[config.mk]
export PLATFORM = sky130hd
export DESIGN_NAME = epoch_clock_with_active_window_core
export DESIGN_NICKNAME = d
export VERILOG_FILES = /design/src/ecaw_pkg.sv /design/src/ecaw_calendar.sv /design/src/epoch_clock_with_active_window_core.sv
export SDC_FILE = /design/constraint.sdc
export NUM_CORES = 1
export LEC_CHECK = 0
export ABC_AREA = 1
export BUFFER_PORTS_ARGS = -buffer_cell sky130_fd_sc_hd__clkbuf_2
export CAP_MARGIN = 25
export CORE_MARGIN = 1
export CORE_UTILIZATION = 44
export DETAILED_ROUTE_END_ITERATION = 12
export REMOVE_ABC_BUFFERS = 1
export SYNTH_ARGS = -nofsm -noshare
export SYNTH_HDL_FRONTEND = slang
export SYNTH_SLANG_ARGS = --single-unit
[constraint.sdc]
create_clock -name clk -period 8.1 [get_ports clk]
set_input_delay 1.62 -clock clk [delete_from_list [all_inputs] [get_ports clk]]
set_output_delay 1.62 -clock clk [all_outputs]
set_load 0.01 [all_outputs]
[src/ecaw_pkg.sv]
// Shared types and constants for the epoch clock with active window.
// Holds command and register codes, calendar constants and the reciprocal
// factors used by the time-splitting pipeline. No dependencies.
`default_nettype none

package ecaw_pkg;

  // Millisecond prescaler
  localparam int unsigned TICKS_PER_SECOND = 1000;
  localparam int unsigned PRESC_W          = $clog2(TICKS_PER_SECOND + 1);

  // Command codes
  localparam logic CMD_TICK = 1'b0;
  localparam logic CMD_SYNC = 1'b1;

  // Register indexes
  typedef enum logic [1:0] {
    CFG_UTC_OFFSET   = 2'd0,
    CFG_ACTIVE_START = 2'd1,
    CFG_ACTIVE_END   = 2'd2
  } cfg_idx_t;

  localparam int unsigned CFG_IDX_W  = 2;
  localparam int unsigned CFG_DATA_W = 5;

  localparam logic signed [4:0] OFFSET_RESET = 5'sd0;
  localparam logic [4:0]        START_RESET  = 5'd0;
  localparam logic [4:0]        END_RESET    = 5'd23;

  localparam logic [11:0] SECS_PER_HOUR = 12'd3600;
  localparam logic [5:0]  SECS_PER_MIN  = 6'd60;
  localparam logic [5:0]  MINS_PER_HOUR = 6'd60;
  // 86400 = 128 * 675: drop the low 7 bits, then divide by 675
  localparam int unsigned DAY_LO_W      = 7;
  localparam logic [9:0]  DAY_DIV_ODD   = 10'd675;
  localparam logic [2:0]  DAYS_PER_WEEK = 3'd7;

  // Reciprocals ceil(2^k / d); exact over the operand ranges used here
  localparam int unsigned   DAY_SHIFT = 35;
  localparam logic [25:0]   DAY_RECIP = 26'd50903317;  // d = 675,  n < 2^25
  localparam int unsigned   MIN_SHIFT = 24;
  localparam logic [18:0]   MIN_RECIP = 19'd279621;    // d = 60,   n < 86400
  localparam int unsigned   WK_SHIFT  = 19;
  localparam logic [16:0]   WK_RECIP  = 17'd74899;     // d = 7,    n < 2^16
  localparam int unsigned   HR_SHIFT  = 17;
  localparam logic [11:0]   HR_RECIP  = 12'd2185;      // d = 60,   n < 1440

  localparam logic [2:0] WD_SATURDAY = 3'd2;
  localparam logic [2:0] WD_SUNDAY   = 3'd3;

  typedef struct packed {
    logic signed [4:0] utc_offset_hours;
    logic [4:0]        active_start_hour;
    logic [4:0]        active_end_hour;
  } cfg_t;

  typedef struct packed {
    logic        synced;
    logic [4:0]  hour;
    logic [5:0]  minute;
    logic [5:0]  second;
    logic [15:0] day_number;
    logic [2:0]  weekday;
    logic        active;
  } report_t;

endpackage

`default_nettype wire

[src/ecaw_calendar.sv]
// Time-splitting pipeline: local seconds to hour, minute, second, day and
// weekday, plus the active-window flag. Six stages and an output register.
// Depends on ecaw_pkg.
`default_nettype none

module ecaw_calendar import ecaw_pkg::*; (
  input  wire logic        clk,
  input  wire logic        rst_n,
  input  wire cfg_t        cfg,
  input  wire logic        in_valid,
  output logic             in_ready,
  input  wire logic [31:0] in_epoch,
  input  wire logic        in_synced,
  output logic             out_valid,
  input  wire logic        out_stall,
  output report_t          out_report
);

  localparam int unsigned NSTG = 7;

  logic [NSTG-1:0] v_r, v_nxt;
  logic [NSTG:0]   rdy;
  logic [NSTG-1:0] prev_v;

  always_comb begin
    rdy[NSTG] = !out_stall;
    for (int k = NSTG - 1; k >= 0; k--) begin
      rdy[k] = !v_r[k] || rdy[k+1];
    end
    prev_v = {v_r[NSTG-2:0], in_valid};
    for (int k = 0; k < NSTG; k++) begin
      v_nxt[k] = rdy[k] ? prev_v[k] : v_r[k];
    end
  end

  always_ff @(posedge clk) begin
    if (!rst_n) begin
      v_r <= '0;
    end else begin
      v_r <= v_nxt;
    end
  end

  assign in_ready  = rdy[0];
  assign out_valid = v_r[NSTG-1];

  // stage b: local seconds
  logic signed [31:0] offset_secs;
  logic               syn_b_r;
  logic [31:0]        t_b_r;

  assign offset_secs = 32'(32'(signed'(cfg.utc_offset_hours)) *
                           signed'({20'd0, SECS_PER_HOUR}));

  always_ff @(posedge clk) begin
    if (rdy[0]) begin
      syn_b_r <= in_synced;
      t_b_r   <= in_epoch + unsigned'(offset_secs);
    end
  end

  // stage c: day estimate product
  logic        syn_c_r;
  logic [31:0] t_c_r;
  logic [50:0] p1_c_r;

  always_ff @(posedge clk) begin
    if (rdy[1]) begin
      syn_c_r <= syn_b_r;
      t_c_r   <= t_b_r;
      p1_c_r  <= t_b_r[31:DAY_LO_W] * DAY_RECIP;
    end
  end

  // stage d: day number and seconds of day
  logic [15:0] day_d;
  logic [24:0] rem_d;
  logic        syn_d_r;
  logic [15:0] day_d_r;
  logic [16:0] sod_d_r;

  assign day_d = p1_c_r[DAY_SHIFT+15:DAY_SHIFT];
  assign rem_d = t_c_r[31:DAY_LO_W] - 25'(day_d * DAY_DIV_ODD);

  always_ff @(posedge clk) begin
    if (rdy[2]) begin
      syn_d_r <= syn_c_r;
      day_d_r <= day_d;
      sod_d_r <= {rem_d[9:0], t_c_r[DAY_LO_W-1:0]};
    end
  end

  // stage e: minute-of-day and week products
  logic        syn_e_r;
  logic [15:0] day_e_r;
  logic [16:0] sod_e_r;
  logic [35:0] p2_e_r;
  logic [32:0] p3_e_r;

  always_ff @(posedge clk) begin
    if (rdy[3]) begin
      syn_e_r <= syn_d_r;
      day_e_r <= day_d_r;
      sod_e_r <= sod_d_r;
      p2_e_r  <= sod_d_r * MIN_RECIP;
      p3_e_r  <= day_d_r * WK_RECIP;
    end
  end

  // stage f: minute of day, second, weekday
  logic [10:0] mt_f;
  logic [13:0] wk_f;
  logic        syn_f_r;
  logic [15:0] day_f_r;
  logic [10:0] mt_f_r;
  logic [5:0]  sec_f_r;
  logic [2:0]  wd_f_r;

  assign mt_f = p2_e_r[MIN_SHIFT+10:MIN_SHIFT];
  assign wk_f = p3_e_r[WK_SHIFT+13:WK_SHIFT];

  always_ff @(posedge clk) begin
    if (rdy[4]) begin
      syn_f_r <= syn_e_r;
      day_f_r <= day_e_r;
      mt_f_r  <= mt_f;
      sec_f_r <= 6'(sod_e_r - 17'(mt_f * SECS_PER_MIN));
      wd_f_r  <= 3'(day_e_r - 16'(wk_f * DAYS_PER_WEEK));
    end
  end

  // stage g: hour product
  logic        syn_g_r;
  logic [15:0] day_g_r;
  logic [10:0] mt_g_r;
  logic [5:0]  sec_g_r;
  logic [2:0]  wd_g_r;
  logic [22:0] p4_g_r;

  always_ff @(posedge clk) begin
    if (rdy[5]) begin
      syn_g_r <= syn_f_r;
      day_g_r <= day_f_r;
      mt_g_r  <= mt_f_r;
      sec_g_r <= sec_f_r;
      wd_g_r  <= wd_f_r;
      p4_g_r  <= mt_f_r * HR_RECIP;
    end
  end

  // output register: hour, minute, window check; zero everything until synced
  logic [4:0] hour_g;
  logic [5:0] min_g;
  logic       act_g;
  report_t    rep_nxt;
  report_t    rep_r;

  assign hour_g = p4_g_r[HR_SHIFT+4:HR_SHIFT];
  assign min_g  = 6'(mt_g_r - 11'(hour_g * MINS_PER_HOUR));
  assign act_g  = (wd_g_r != WD_SATURDAY) && (wd_g_r != WD_SUNDAY) &&
                  (hour_g >= cfg.active_start_hour) &&
                  (hour_g <= cfg.active_end_hour);

  always_comb begin
    rep_nxt        = '0;
    rep_nxt.synced = syn_g_r;
    if (syn_g_r) begin
      rep_nxt.hour       = hour_g;
      rep_nxt.minute     = min_g;
      rep_nxt.second     = sec_g_r;
      rep_nxt.day_number = day_g_r;
      rep_nxt.weekday    = wd_g_r;
      rep_nxt.active     = act_g;
    end
  end

  always_ff @(posedge clk) begin
    if (rdy[6]) begin
      rep_r <= rep_nxt;
    end
  end

  assign out_report = rep_r;

endmodule

`default_nettype wire

[src/epoch_clock_with_active_window_core.sv]
// Throughput: one beat per cycle while the out channel does not stall; the
// clock state updates at accept and the split into calendar fields runs
// in a 7-register pipeline.
// Reset (synchronous, rst_n low): clock unsynced, seconds and prescaler
// cleared, pipeline empty, offset 0, window 0..23.
// Top level: clock state, configuration registers, and ecaw_calendar.
// Depends on ecaw_pkg and ecaw_calendar.
`default_nettype none

module epoch_clock_with_active_window_core import ecaw_pkg::*; (
  input  wire logic                  clk,
  input  wire logic                  rst_n,
  input  wire logic                  cfg_we,
  input  wire logic [CFG_IDX_W-1:0]  cfg_index,
  input  wire logic [CFG_DATA_W-1:0] cfg_wdata,
  input  wire logic                  in_valid,
  output logic                       in_stall,
  input  wire logic                  in_cmd,
  input  wire logic [31:0]           in_epoch_seconds,
  output logic                       out_valid,
  input  wire logic                  out_stall,
  output logic                       out_synced,
  output logic [4:0]                 out_hour,
  output logic [5:0]                 out_minute,
  output logic [5:0]                 out_second,
  output logic [15:0]                out_day_number,
  output logic [2:0]                 out_weekday,
  output logic                       out_active
);

  // configuration registers
  cfg_t cfg_r;

  always_ff @(posedge clk) begin
    if (!rst_n) begin
      cfg_r.utc_offset_hours  <= OFFSET_RESET;
      cfg_r.active_start_hour <= START_RESET;
      cfg_r.active_end_hour   <= END_RESET;
    end else if (cfg_we) begin
      unique case (cfg_index)
        CFG_UTC_OFFSET:   cfg_r.utc_offset_hours  <= signed'(cfg_wdata);
        CFG_ACTIVE_START: cfg_r.active_start_hour <= cfg_wdata;
        CFG_ACTIVE_END:   cfg_r.active_end_hour   <= cfg_wdata;
        default: ;
      endcase
    end
  end

  // clock state
  logic               synced_r;
  logic [31:0]        epoch_r, epoch_nxt;
  logic [PRESC_W-1:0] presc_r, presc_nxt;
  logic [PRESC_W:0]   presc_inc;
  logic               acc;

  logic        a_v_r;
  logic        a_syn_r;
  logic [31:0] a_epoch_r;
  logic        cal_ready;

  assign in_stall  = a_v_r && !cal_ready;
  assign acc       = in_valid && !in_stall;
  assign presc_inc = {1'b0, presc_r} + 1'b1;

  always_comb begin
    epoch_nxt = epoch_r;
    presc_nxt = presc_r;
    if (in_cmd == CMD_SYNC) begin
      epoch_nxt = in_epoch_seconds;
      presc_nxt = '0;
    end else if (presc_inc >= (PRESC_W + 1)'(TICKS_PER_SECOND)) begin
      // roll over: advance one second
      presc_nxt = '0;
      epoch_nxt = epoch_r + 32'd1;
    end else begin
      presc_nxt = presc_inc[PRESC_W-1:0];
    end
  end

  always_ff @(posedge clk) begin
    if (!rst_n) begin
      synced_r <= 1'b0;
      epoch_r  <= '0;
      presc_r  <= '0;
      a_v_r    <= 1'b0;
    end else begin
      if (acc) begin
        synced_r <= synced_r || (in_cmd == CMD_SYNC);
        epoch_r  <= epoch_nxt;
        presc_r  <= presc_nxt;
        a_v_r    <= 1'b1;
      end else if (cal_ready) begin
        a_v_r <= 1'b0;
      end
    end
  end

  // hold the post-update state of the beat for the calendar pipeline
  always_ff @(posedge clk) begin
    if (acc) begin
      a_syn_r   <= synced_r || (in_cmd == CMD_SYNC);
      a_epoch_r <= epoch_nxt;
    end
  end

  report_t rep;

  ecaw_calendar u_cal (
    .clk        (clk),
    .rst_n      (rst_n),
    .cfg        (cfg_r),
    .in_valid   (a_v_r),
    .in_ready   (cal_ready),
    .in_epoch   (a_epoch_r),
    .in_synced  (a_syn_r),
    .out_valid  (out_valid),
    .out_stall  (out_stall),
    .out_report (rep)
  );

  assign out_synced     = rep.synced;
  assign out_hour       = rep.hour;
  assign out_minute     = rep.minute;
  assign out_second     = rep.second;
  assign out_day_number = rep.day_number;
  assign out_weekday    = rep.weekday;
  assign out_active     = rep.active;

endmodule

`default_nettype wire

# After elaboration in Yosys (flattened, before gate mapping)
# Cells that the tools add are included.
word_totals:
  ff_bits: 455
  inputBits: 45
  out_inout_bits: 40
  wordCells: 104
classes:
  add_sub_neg: 7
  multipliers: 9
  magnitude_cmp: 3
  n_eq_ne: 4
  n_mux: 6
  reduce_logical: 28
op_table:
  columns: ["op", "n"]
  rows:
  - ["32-bit 2-to-1 mux", 2]
  - ["25-bit by 26-bit multiplier with 51-bit output (second input constant)", 1]
  - ["17-bit by 19-bit multiplier with 35-bit output (second input constant)", 1]
  - ["16-bit by 17-bit multiplier with 33-bit output (second input constant)", 1]
  - ["32-bit by 1-bit adder with 32-bit output (second input constant)", 1]
  - ["32-bit adder", 1]
  - ["11-bit by 12-bit multiplier with 22-bit output (second input constant)", 1]
  - ["10-bit 2-to-1 mux", 2]
  - ["16-bit by 10-bit multiplier with 10-bit output (second input constant)", 1]
  - ["14-bit by 3-bit multiplier with 3-bit output (second input constant)", 1]
  - ["5-bit by 9-bit multiplier with 14-bit output (second input constant)", 1]
  - ["6-bit subtractor", 2]
  - ["10-bit by 1-bit adder with 11-bit output (second input constant)", 1]
  - ["11-bit by 10-bit greater-or-equal comparator with 1-bit output (second input constant)", 1]
  - ["11-bit by 4-bit multiplier with 4-bit output (second input constant)", 1]
  - ["1-bit logical NOT", 10]
  - ["10-bit subtractor", 1]
  - ["1-bit logical OR", 8]
  - ["3-bit by 2-bit != test with 1-bit output (second input constant)", 2]
  - ["2-bit AND reduction", 3]
  - ["5-bit greater-or-equal comparator", 1]
  - ["5-bit less-or-equal comparator", 1]
  - ["1-bit logical AND", 5]
  - ["5-bit by 4-bit multiplier with 4-bit output (second input constant)", 1]
  - ["other kinds (6)", 7]

# Longest topological paths before layout
# Gate-level depths: netlist of the first run.
depth:
  depth_word: 13
  mapped_depth: 28
  depth_no_buf: 28

# Modules after synthesis
# From an unflattened synthesis of the first run, not the netlist that was laid out.
unflattened:
  cells_unflattened: 4204
  hier_area_um2: 35950.7
by_module_without_submodules:
  columns: ["mod", "instances", "cells_each", "area_per_inst_um2", "seq_area_each_um2"]
  rows:
  - ["ecaw_calendar", 1, 3439, 30789.5, 7647.3]
  - ["epoch_clock_with_active_window_core", 1, 765, 5161.2, 2172.1]

# Least setup slack after synthesis of the first run
# OpenSTA, ideal clock, no wires.
synth_path:
  path_kind: "input port to output port"
  from: "in out_stall"
  to: "out in_stall"
  arrival_ns: 4.913
  t_required_ns: 6.480
  setup_slack_ns: 1.567
  stages: 6
  path_buffers: 0
  path_cell_list: "nand4_1 -> nor2_2 -> nand2_1 -> nor2_2 -> nand2_2 -> nor2_4"
synth_via:
  elab_chain_cells: 10
synth_rtl:
  columns: ["element", "line", "text"]
  rows:
  - ["start: declaration", "epoch_clock_with_active_window_core.sv:21", "input wire logic out_stall,"]
  - ["1-bit logical NOT", "ecaw_calendar.sv:26", "rdy[NSTG] = !out_stall;"]
  - ["1-bit logical OR (5 in series)", "ecaw_calendar.sv:28", "rdy[k] = !v_r[k] || rdy[k+1];"]
  - ["named net u_cal.rdy[2]", "ecaw_calendar.sv:22", "logic [NSTG:0] rdy;"]
  - ["1-bit logical OR (2 in series)", "ecaw_calendar.sv:28", null]
  - ["named net cal_ready", "epoch_clock_with_active_window_core.sv:59", "logic cal_ready;"]
  - ["1-bit logical NOT", "epoch_clock_with_active_window_core.sv:61", "assign in_stall = a_v_r && !cal_ready;"]
  - ["1-bit logical AND", "epoch_clock_with_active_window_core.sv:61", null]
  - ["end: declaration", "epoch_clock_with_active_window_core.sv:17", "output logic in_stall,"]
# The timed path passes the listed nets, and every way through them passes these cells.

# Worst setup path in the final report of the first run
layout_path:
  from: "reg u_cal.t_b_r[12]"
  to: "reg u_cal.p1_c_r[49], data pin"
layout_via:
  elab_chain_cells: 1
layout_rtl:
  columns: ["element", "line", "text"]
  rows:
  - ["start: declaration", "ecaw_calendar.sv:50", "logic [31:0] t_b_r;"]
  - ["start signal: assignment", "ecaw_calendar.sv:58", "t_b_r <= in_epoch + unsigned'(offset_secs);"]
  - ["25-bit by 26-bit multiplier with 51-bit output", "ecaw_calendar.sv:71", "p1_c_r <= t_b_r[31:DAY_LO_W] * DAY_RECIP;"]
  - ["end signal: assignment", "ecaw_calendar.sv:71", null]
  - ["end: declaration", "ecaw_calendar.sv:65", "logic [50:0] p1_c_r;"]
# No other way between the ends.
# A chain may end at the register's enable or synchronous reset.

==> out/metrics.sh, run 1 <==
OUTCOME='complete, no violations'
CP_MAX_FO=12
SYNTH.YOSYS.WARNINGS=0
FINALNETCOUNT=4820
PERIOD_SHARE_PCT=75.8
CTS_TREE='yes'
WORST-ENDPOINT-ARRIVAL_NS=6.46
WL_MM=80.0
END_KIND='flop'
CLK-INSERTION-DELAY-LATE_NS=0.58
SYNTH_REGISTER_BITS=349
GPL_CONGESTION=0.950
MAX_CAP_VIOL_COUNT=0
GRT_SETUP_UNREPAIRED='false'
SYNTH-ASYNC-RESET-RATIO_PCT=0
AVGVIACOUNTPERCELL=4.94
ANTENNA_CELLS=0
CTS-ROOT-BUF='clkbuf_16'
SETUP_VIOL=0
POSTSYNTHAREAPERCELL_UM2=9.16
GRT_START_MAX_NET_PINS=95
SYNTH.TOP_CELLS.BY_AREA='edfxtp_1, ha_1, fa_1, inv_1, nand2_1'
CLOCK-SINKS=349
GRT.TOTAL_USAGE_PCT=20.7
POSTSYNTH.TOPFLOPCELL='edfxtp_1'
GLOBALROUTEOVERFLOWTOTAL=0
DIE_AREA_UM2=79700
INITIAL_CORE_UTIL_PCT=44.5
CLKSLEWWORSTSETUPHOLDPATHS_NS=0.06
DRT_PRE_ANTENNA_ITERS=5
AREAGROWTHSYNTHTOFINISH_PCT=8.94
NETLIST_TOP_CELLS_COUNT='inv_1, ha_1, nand2_1, fa_1, edfxtp_1'
CTS_MAX_LEVEL=2
SYNTH-EDFF-COUNT=283
IO_BUFFER_COUNT=84
CTS.HOLD.BUFFERS_ADDED=0
ANT_NETS=0
DRIVE_ABOVE_1_SHARE_PCT=4.79
SYNTH.MOST_COMMON_CELL='inv_1'
IO_PINS=85
CTS-ROOT-TO-SINK-BUFFERS=3
PLACEMENT_ROWS=102
WORSTREG2REGEND='u_cal.p1_c_r[49]'
FIRST_GLOBAL_VIAS=24500
DP.FINAL_HPWL_MM=67.1
ROUTE.VIAS.TOTAL=24500
TIMING.HOLD.WORST_ENDPOINT='u_cal.sod_d_r[6]'
CLOCK.FMAX_GHz=0.163
REGTOREGSTARTPOINT='u_cal.t_b_r[12]'
SYN_INST=3773
POST_SYNTH_INSTANCE_AREA_UM2=34600
FINALMAXSLEWVIOLATIONS=0
WORST_EP_REQUIRED_TIME_NS=8.42
CATEGORY_OF_THE_CRITICAL_SETUP_TIMING_PATH='flop to flop'
FINISH.UTILIZATION_PCT=48.5
WORST-R2R-CELL-COUNT=23
MAX_SLEW.WORST_PIN.SLEW_NS=1.02
INITIAL_ANTENNA_VIOLATION_COUNT=0
ROUTED_WIRE_LENGTH_PER_INSTANCE_UM=16.2
SYNTH_CELL_TYPE_COUNT=47
FLOORPLAN.DIE.HEIGHT_UM=282
CTS_INSERTED_BUFFERS=43
COUNT_OF_UNRESOLVED_DRC_VIOLATIONS_AFTER_ROUTING=0
SYNTH-SEQ-AREA-SHARE_PCT=28.4
CRITICAL_PATH.STARTPOINT_TYPE='flop'
COREAREA_UM2=77600
TIMING.SLEW.HEADROOM_PCT=32.3
FINALHOLDVIOLCOUNT=0
FINALCRITICALPERIOD_NS=6.14
DETAILEDROUTE.FIRSTITERATIONVIOLATIONS=1156
SYNTHDOMINANTAREACELLTYPE='edfxtp_1'
POST_CTS_SETUP_DRIVEN_BUFFER_INSERTION_COUNT=0
PORTION_OF_SYNTHESIZED_CELL_AREA_OCCUPIED_BY_THE_LEADING_CELL_TYPE_PCT=24.6
CTS_REPAIR_RESIZE_COUNT=0
TIMING.HOLD.WORST.CLASS='flop to flop'
WHS_PATH_DEPTH=0
DIE_WIDTH_UM=282
GRT_FIRST_PASS_WIRELENGTH_MM=129
TIMING.HOLD.WORST.START='u_cal.t_c_r[6]'
RRSETUPSLACK_NS=1.96
FIN_TNS_SETUP_NS=0
TIMING.CLOCK.SKEW_NS=0.0250
registers in the layout (all words and copies together) (netlist names), 15 cells and up:
signal / count
epoch_r: 32
cfg_r: 15
u_cal.p1_c_r: 18
u_cal.t_c_r: 15
u_cal.out_report: 38
u_cal.day_d_r: 16
u_cal.day_e_r: 15
a_epoch_r: 32
u_cal.t_b_r: 32
u_cal.sod_d_r: 17
u_cal.day_f_r: 16
u_cal.day_g_r: 16
final cells by class:
type                            count  area (um^2)
Fill cell                        7519        39900
Clock buffer                       52         1140
Timing Repair Buffer               92          493
Inverter                          870         3270
Clock inverter                     26          308
Multi-Input combinational cell   2519        21300
Sequential cell                   349         9820
Tap cell                         1040         1300
logic make-up after synthesis:
family	after synthesis	share of synthesized area, %
AO/OA/AOI/OAI	413	6.53
XOR/XNOR	129	3.27
adder cells (fa/ha/maj)	900	38.9
buffers and inverters	905	9.93
flip-flops	349	28.4
AND/OR/NAND/NOR	1077	13.0
metal layers:
metal	wire, um	track usage, %
met4	2250	6.11
met3	3120	2.53
met5	0	0
met1	36700	27.5
met2	37900	35.2
per-stage QoR:
step / cells / setup slack (ns) / instance area [um^2] / hold slack, ns
5_1_grt: 4948 / 1.56 / 37600 / 0.423
6_report: 4948 / 1.96 / 37600 / 0.413
3_5_place_dp: 4870 / 1.96 / 36200 / 0.405
4_1_cts: 4948 / 1.98 / 37600 / 0.411
3_3_place_gp: 4869 / 2.02 / 36200 / 0.401
2_1_floorplan: 3738 / 1.04 / 34400 / 0.400
placed cells by master, fill, tap and decap left out, drive strengths merged, types with 5 or more instances in the layout:
cell type / synthesis / routed
nand4: 31 / 31
buf: 13 / 8
clkinv: 0 / 14
fa: 289 / 289
nor3: 51 / 51
o21a: 10 / 10
nand3b: 6 / 6
inv: 870 / 874
a21oi: 207 / 207
clkbuf: 22 / 136
nor2: 226 / 226
o211ai: 12 / 12
edfxtp: 283 / 283
xnor2: 43 / 43
xor2: 86 / 86
a31oi: 13 / 13
or2: 11 / 11
nand2: 592 / 592
a211oi: 7 / 7
nand3: 147 / 147
ha: 611 / 611
dfxtp: 66 / 66
o21ai: 125 / 125
o21bai: 14 / 14
a21o: 15 / 15
bufinv: 0 / 5
nor4: 8 / 8
how the worst max path moves through the flow:
| stage | start | to | cells after the start |
|---|---|---|---|
| 6_report | u_cal.t_b_r[12] | u_cal.p1_c_r[49] | 23 |
| 5_1_grt | u_cal.t_b_r[12] | u_cal.p1_c_r[48] | 25 |
| 4_1_cts | u_cal.t_b_r[12] | u_cal.p1_c_r[48] | 25 |
| 3_5_place_dp | u_cal.t_b_r[12] | u_cal.p1_c_r[48] | 25 |
| 3_3_place_gp | u_cal.t_b_r[30] | u_cal.p1_c_r[46] | 21 |
| 2_1_floorplan | out_stall | epoch_r[0] | 11 |
worst max-delay path, stage by stage, from the launching register on:
cell and delay (ns):
edfxtp_1 0.76, inv_1 0.19, ha_1 0.37, inv_1 0.11, fa_1 0.43, ha_1 0.28, inv_1 0.05, fa_1 0.49
inv_1 0.05, fa_1 0.46, fa_1 0.54, inv_1 0.05, fa_1 0.53, inv_1 0.05, ha_1 0.33, a21oi_1 0.27
o21ai_0 0.18, a21oi_1 0.23, nor2_1 0.05, o21ai_0 0.15, and2_1 0.16, nand2_1 0.05, nand2_1 0.05, nand2_1 0.05
Power of run 1 is not shown: default switching activity piles up to over one toggle a cycle in this logic, so the estimate is an artifact.
==> inputs of run 2 (changes only) <==
Clock period 8.1 ns to 5.5 ns, I/O delays scaled along.
==> out/metrics.sh, run 2 (synthesized netlist as in run 1, its figures left out) <==
CRIT_SLOWEST_CELL='fa_2'
TIMING.CLOCK.SKEW_NS=0.0351  # +0.0101 ns
GRT_FIRST_PASS_WIRELENGTH_MM=132  # +2.5%
DPL.CELL_COUNT=5020  # +3.1%
DIE_AREA_UM2=79700  # unchanged
PLACE_WS_NS=-0.350  # -2.31 ns
CELL_REPEATED_MOST_ALONG_THE_WORST_PATH='fa_1'
NFILLCELLS=7340  # -2.4%
MAX_SLEW.WORST_PIN.SLEW_NS=0.940  # -0.0760 ns
FINAL_CELL_MIX='inv_1, ha_1, nand2_1'
WL_MM=82.3  # +2.9%
INITIAL_CORE_UTIL_PCT=44.5  # unchanged
MULTI_INPUT_COMB_AREA_UM2=22400  # +5.2%
CATEGORY_OF_THE_CRITICAL_SETUP_TIMING_PATH='flop to flop'
GPL_CONGESTION=0.930  # -2.2%
CRITPATHBUFINV=4  # -2
AREAGROWTHSYNTHTOFINISH_PCT=16.4
WORST_EP_REQUIRED_TIME_NS=5.82  # -2.60 ns
DRT_PRE_ANTENNA_ITERS=5  # unchanged
OUTCOME='finished with violations'
CTS_INSERTED_BUFFERS=42  # -2.3%
CTS-ROOT-TO-SINK-BUFFERS=3  # unchanged
PLACEMENT_ROWS=102  # unchanged
IO_PINS=85  # unchanged
ANT_NETS=0  # unchanged
COREAREA_UM2=77600  # unchanged
FLIP_FLOP_COUNT_OF_THE_LARGEST_REGISTER_ALL_COPIES_AND_WORDS_ADDED=38  # unchanged
CLK-INSERTION-DELAY-LATE_NS=0.58  # about the same
FINAL.HOLD.WORST_SLACK_NS=0.409  # -0.00435 ns
ROUTE.VIAS.TOTAL=25200  # +3.0%
CRIT_CHAIN='fa_1 > ha_1 > inv_2 > fa_1 > fa_1 > inv_2 > fa_1 > inv_2 > fa_1 > inv_2 > fa_2 > ha_4 > a21o_4 > a21oi_4 > o21a_1 > nor2_1 > nor2_1 > and2_1 > nand2_1 > nand2_1 > nand2_1'
CLKSLEWWORSTSETUPHOLDPATHS_NS=0.06  # about the same
FINALMAXSLEWVIOLATIONS=0  # unchanged
CLOCK.FMAX_GHz=0.180  # +10%
PERIOD_SHARE_PCT=101  # +25 points
GRT.TOTAL_USAGE_PCT=21.1  # +0.45 points
CPLARGESTDELAYFAMILY='adder cells'
FINISH.UTILIZATION_PCT=51.8  # +3.3 points
CTS.HOLD.BUFFERS_ADDED=0  # unchanged
FINAL_CELL_COUNT_NO_FILL=5130  # +3.7%
IO_BUFFER_COUNT=84  # unchanged
CTS_TREE='yes'
GLOBALROUTEOVERFLOWTOTAL=0  # unchanged
CP_MAX_FO=5  # -7
CRITICAL_PATH.MAX_STAGE_DELAY_NS=0.58  # -0.18 ns
CTS-ROOT-BUF='clkbuf_16'
MAX_CAP_VIOL_COUNT=0  # unchanged
CRITICAL_PATH.STARTPOINT_TYPE='flop'
CTS_MAX_LEVEL=2  # unchanged
CLOCK-SINKS=349  # unchanged
LAYOUT.CELLS.MOST_COMMON='inv_1'
TIMING.HOLD.WORST.CLASS='flop to flop'
GRT_START_MAX_NET_PINS=43  # -55%
FINALCRITICALPERIOD_NS=5.56  # -0.580 ns
FINALHOLDVIOLCOUNT=0  # unchanged
DIE_WIDTH_UM=282  # unchanged
DP.FINAL_HPWL_MM=68.3  # +1.7%
FAILING_CHECKS='negative setup slack'
DETAILEDROUTE.FIRSTITERATIONVIOLATIONS=1105  # -4.4%
FLOORPLAN.DIE.HEIGHT_UM=282  # unchanged
TIMING.SLEW.HEADROOM_PCT=37.1  # +4.8 points
SEQUENTIAL_STANDARD_CELL_AREA_UM2=9820  # unchanged
FINALNETCOUNT=5002  # +3.8%
WORST-ENDPOINT-ARRIVAL_NS=5.88  # -0.58 ns
AVGVIACOUNTPERCELL=4.91  # -0.70%
SETUP_WS_FINAL_NS=-0.0634  # -2.02 ns
DRIVE_ABOVE_1_SHARE_PCT=14.6  # +9.8 points
END_KIND='flop'
ROUTED_WIRE_LENGTH_PER_INSTANCE_UM=16.0  # -0.74%
ANTENNA_CELLS=0  # unchanged
COUNT_OF_UNRESOLVED_DRC_VIOLATIONS_AFTER_ROUTING=0  # unchanged
SETUP_VIOL=9  # +9
FIRST_GLOBAL_VIAS=25200  # +2.8%
INITIAL_ANTENNA_VIOLATION_COUNT=0  # unchanged
GRT_SETUP_UNREPAIRED='true'
## run 2: cell types whose count changed in the layout (fill, tap and decap cells not counted), sizes merged
| cell | change |
|---|---|
| bufinv | +3 |
| clkbuf | -5 |
| buf | +183 |
| inv | +1 |
## run 2: what timing repair did
item                                    CTS  global route
setup buffers                            18            16
gates cloned                              0             0
endpoints found under the setup margin   16            22
resized for setup                       141           174
pin swaps                                58            94
## run 2: area by class of cell
type | instances | share of cell area, %
inverters | 870 | 8.12
clock inverters | 30 | 0.974
repair buffers | 275 | 4.77
multi-input cells | 2519 | 55.8
well taps | 1040 | 3.24
clock buffers | 47 | 2.71
flip-flops and latches | 349 | 24.4
## run 2: path summary, 6_finish.rpt
| check | endpoint | cells after the start | startpoint | slack [ns] |
|---|---|---|---|---|
| worst max-delay path | u_cal.p1_c_r[47] | 21 | u_cal.t_b_r[27] | -0.06 |
| worst min-delay path | u_cal.wd_g_r[0] | 0 | u_cal.wd_f_r[0] | 0.41 |
| worst max register to register | u_cal.p1_c_r[47] | 21 | u_cal.t_b_r[27] | -0.06 |
| worst min register to register | u_cal.wd_g_r[0] | 0 | u_cal.wd_f_r[0] | 0.41 |
## run 2: metrics by stage
stage	area [um^2]	TNS, ns
after floorplan	34400	-53.72
after global placement	37300	-4.08
after detailed placement	37300	-4.43
after CTS	39500	-0.433
after global routing	40200	-2.69
final	40200	-0.320
## run 2: layer usage
layer | up-vias | routed length (um) | GRT usage [%]
met3 | 94 | 2330 | 1.96
met4 | 0 | 1520 | 4.01
met1 | 12000 | 37600 | 28.1
met5 | - | 0 | 0
li1 | 12700 | - | -
met2 | 372 | 40800 | 37.4
Power of run 2 is left out for the same reason.
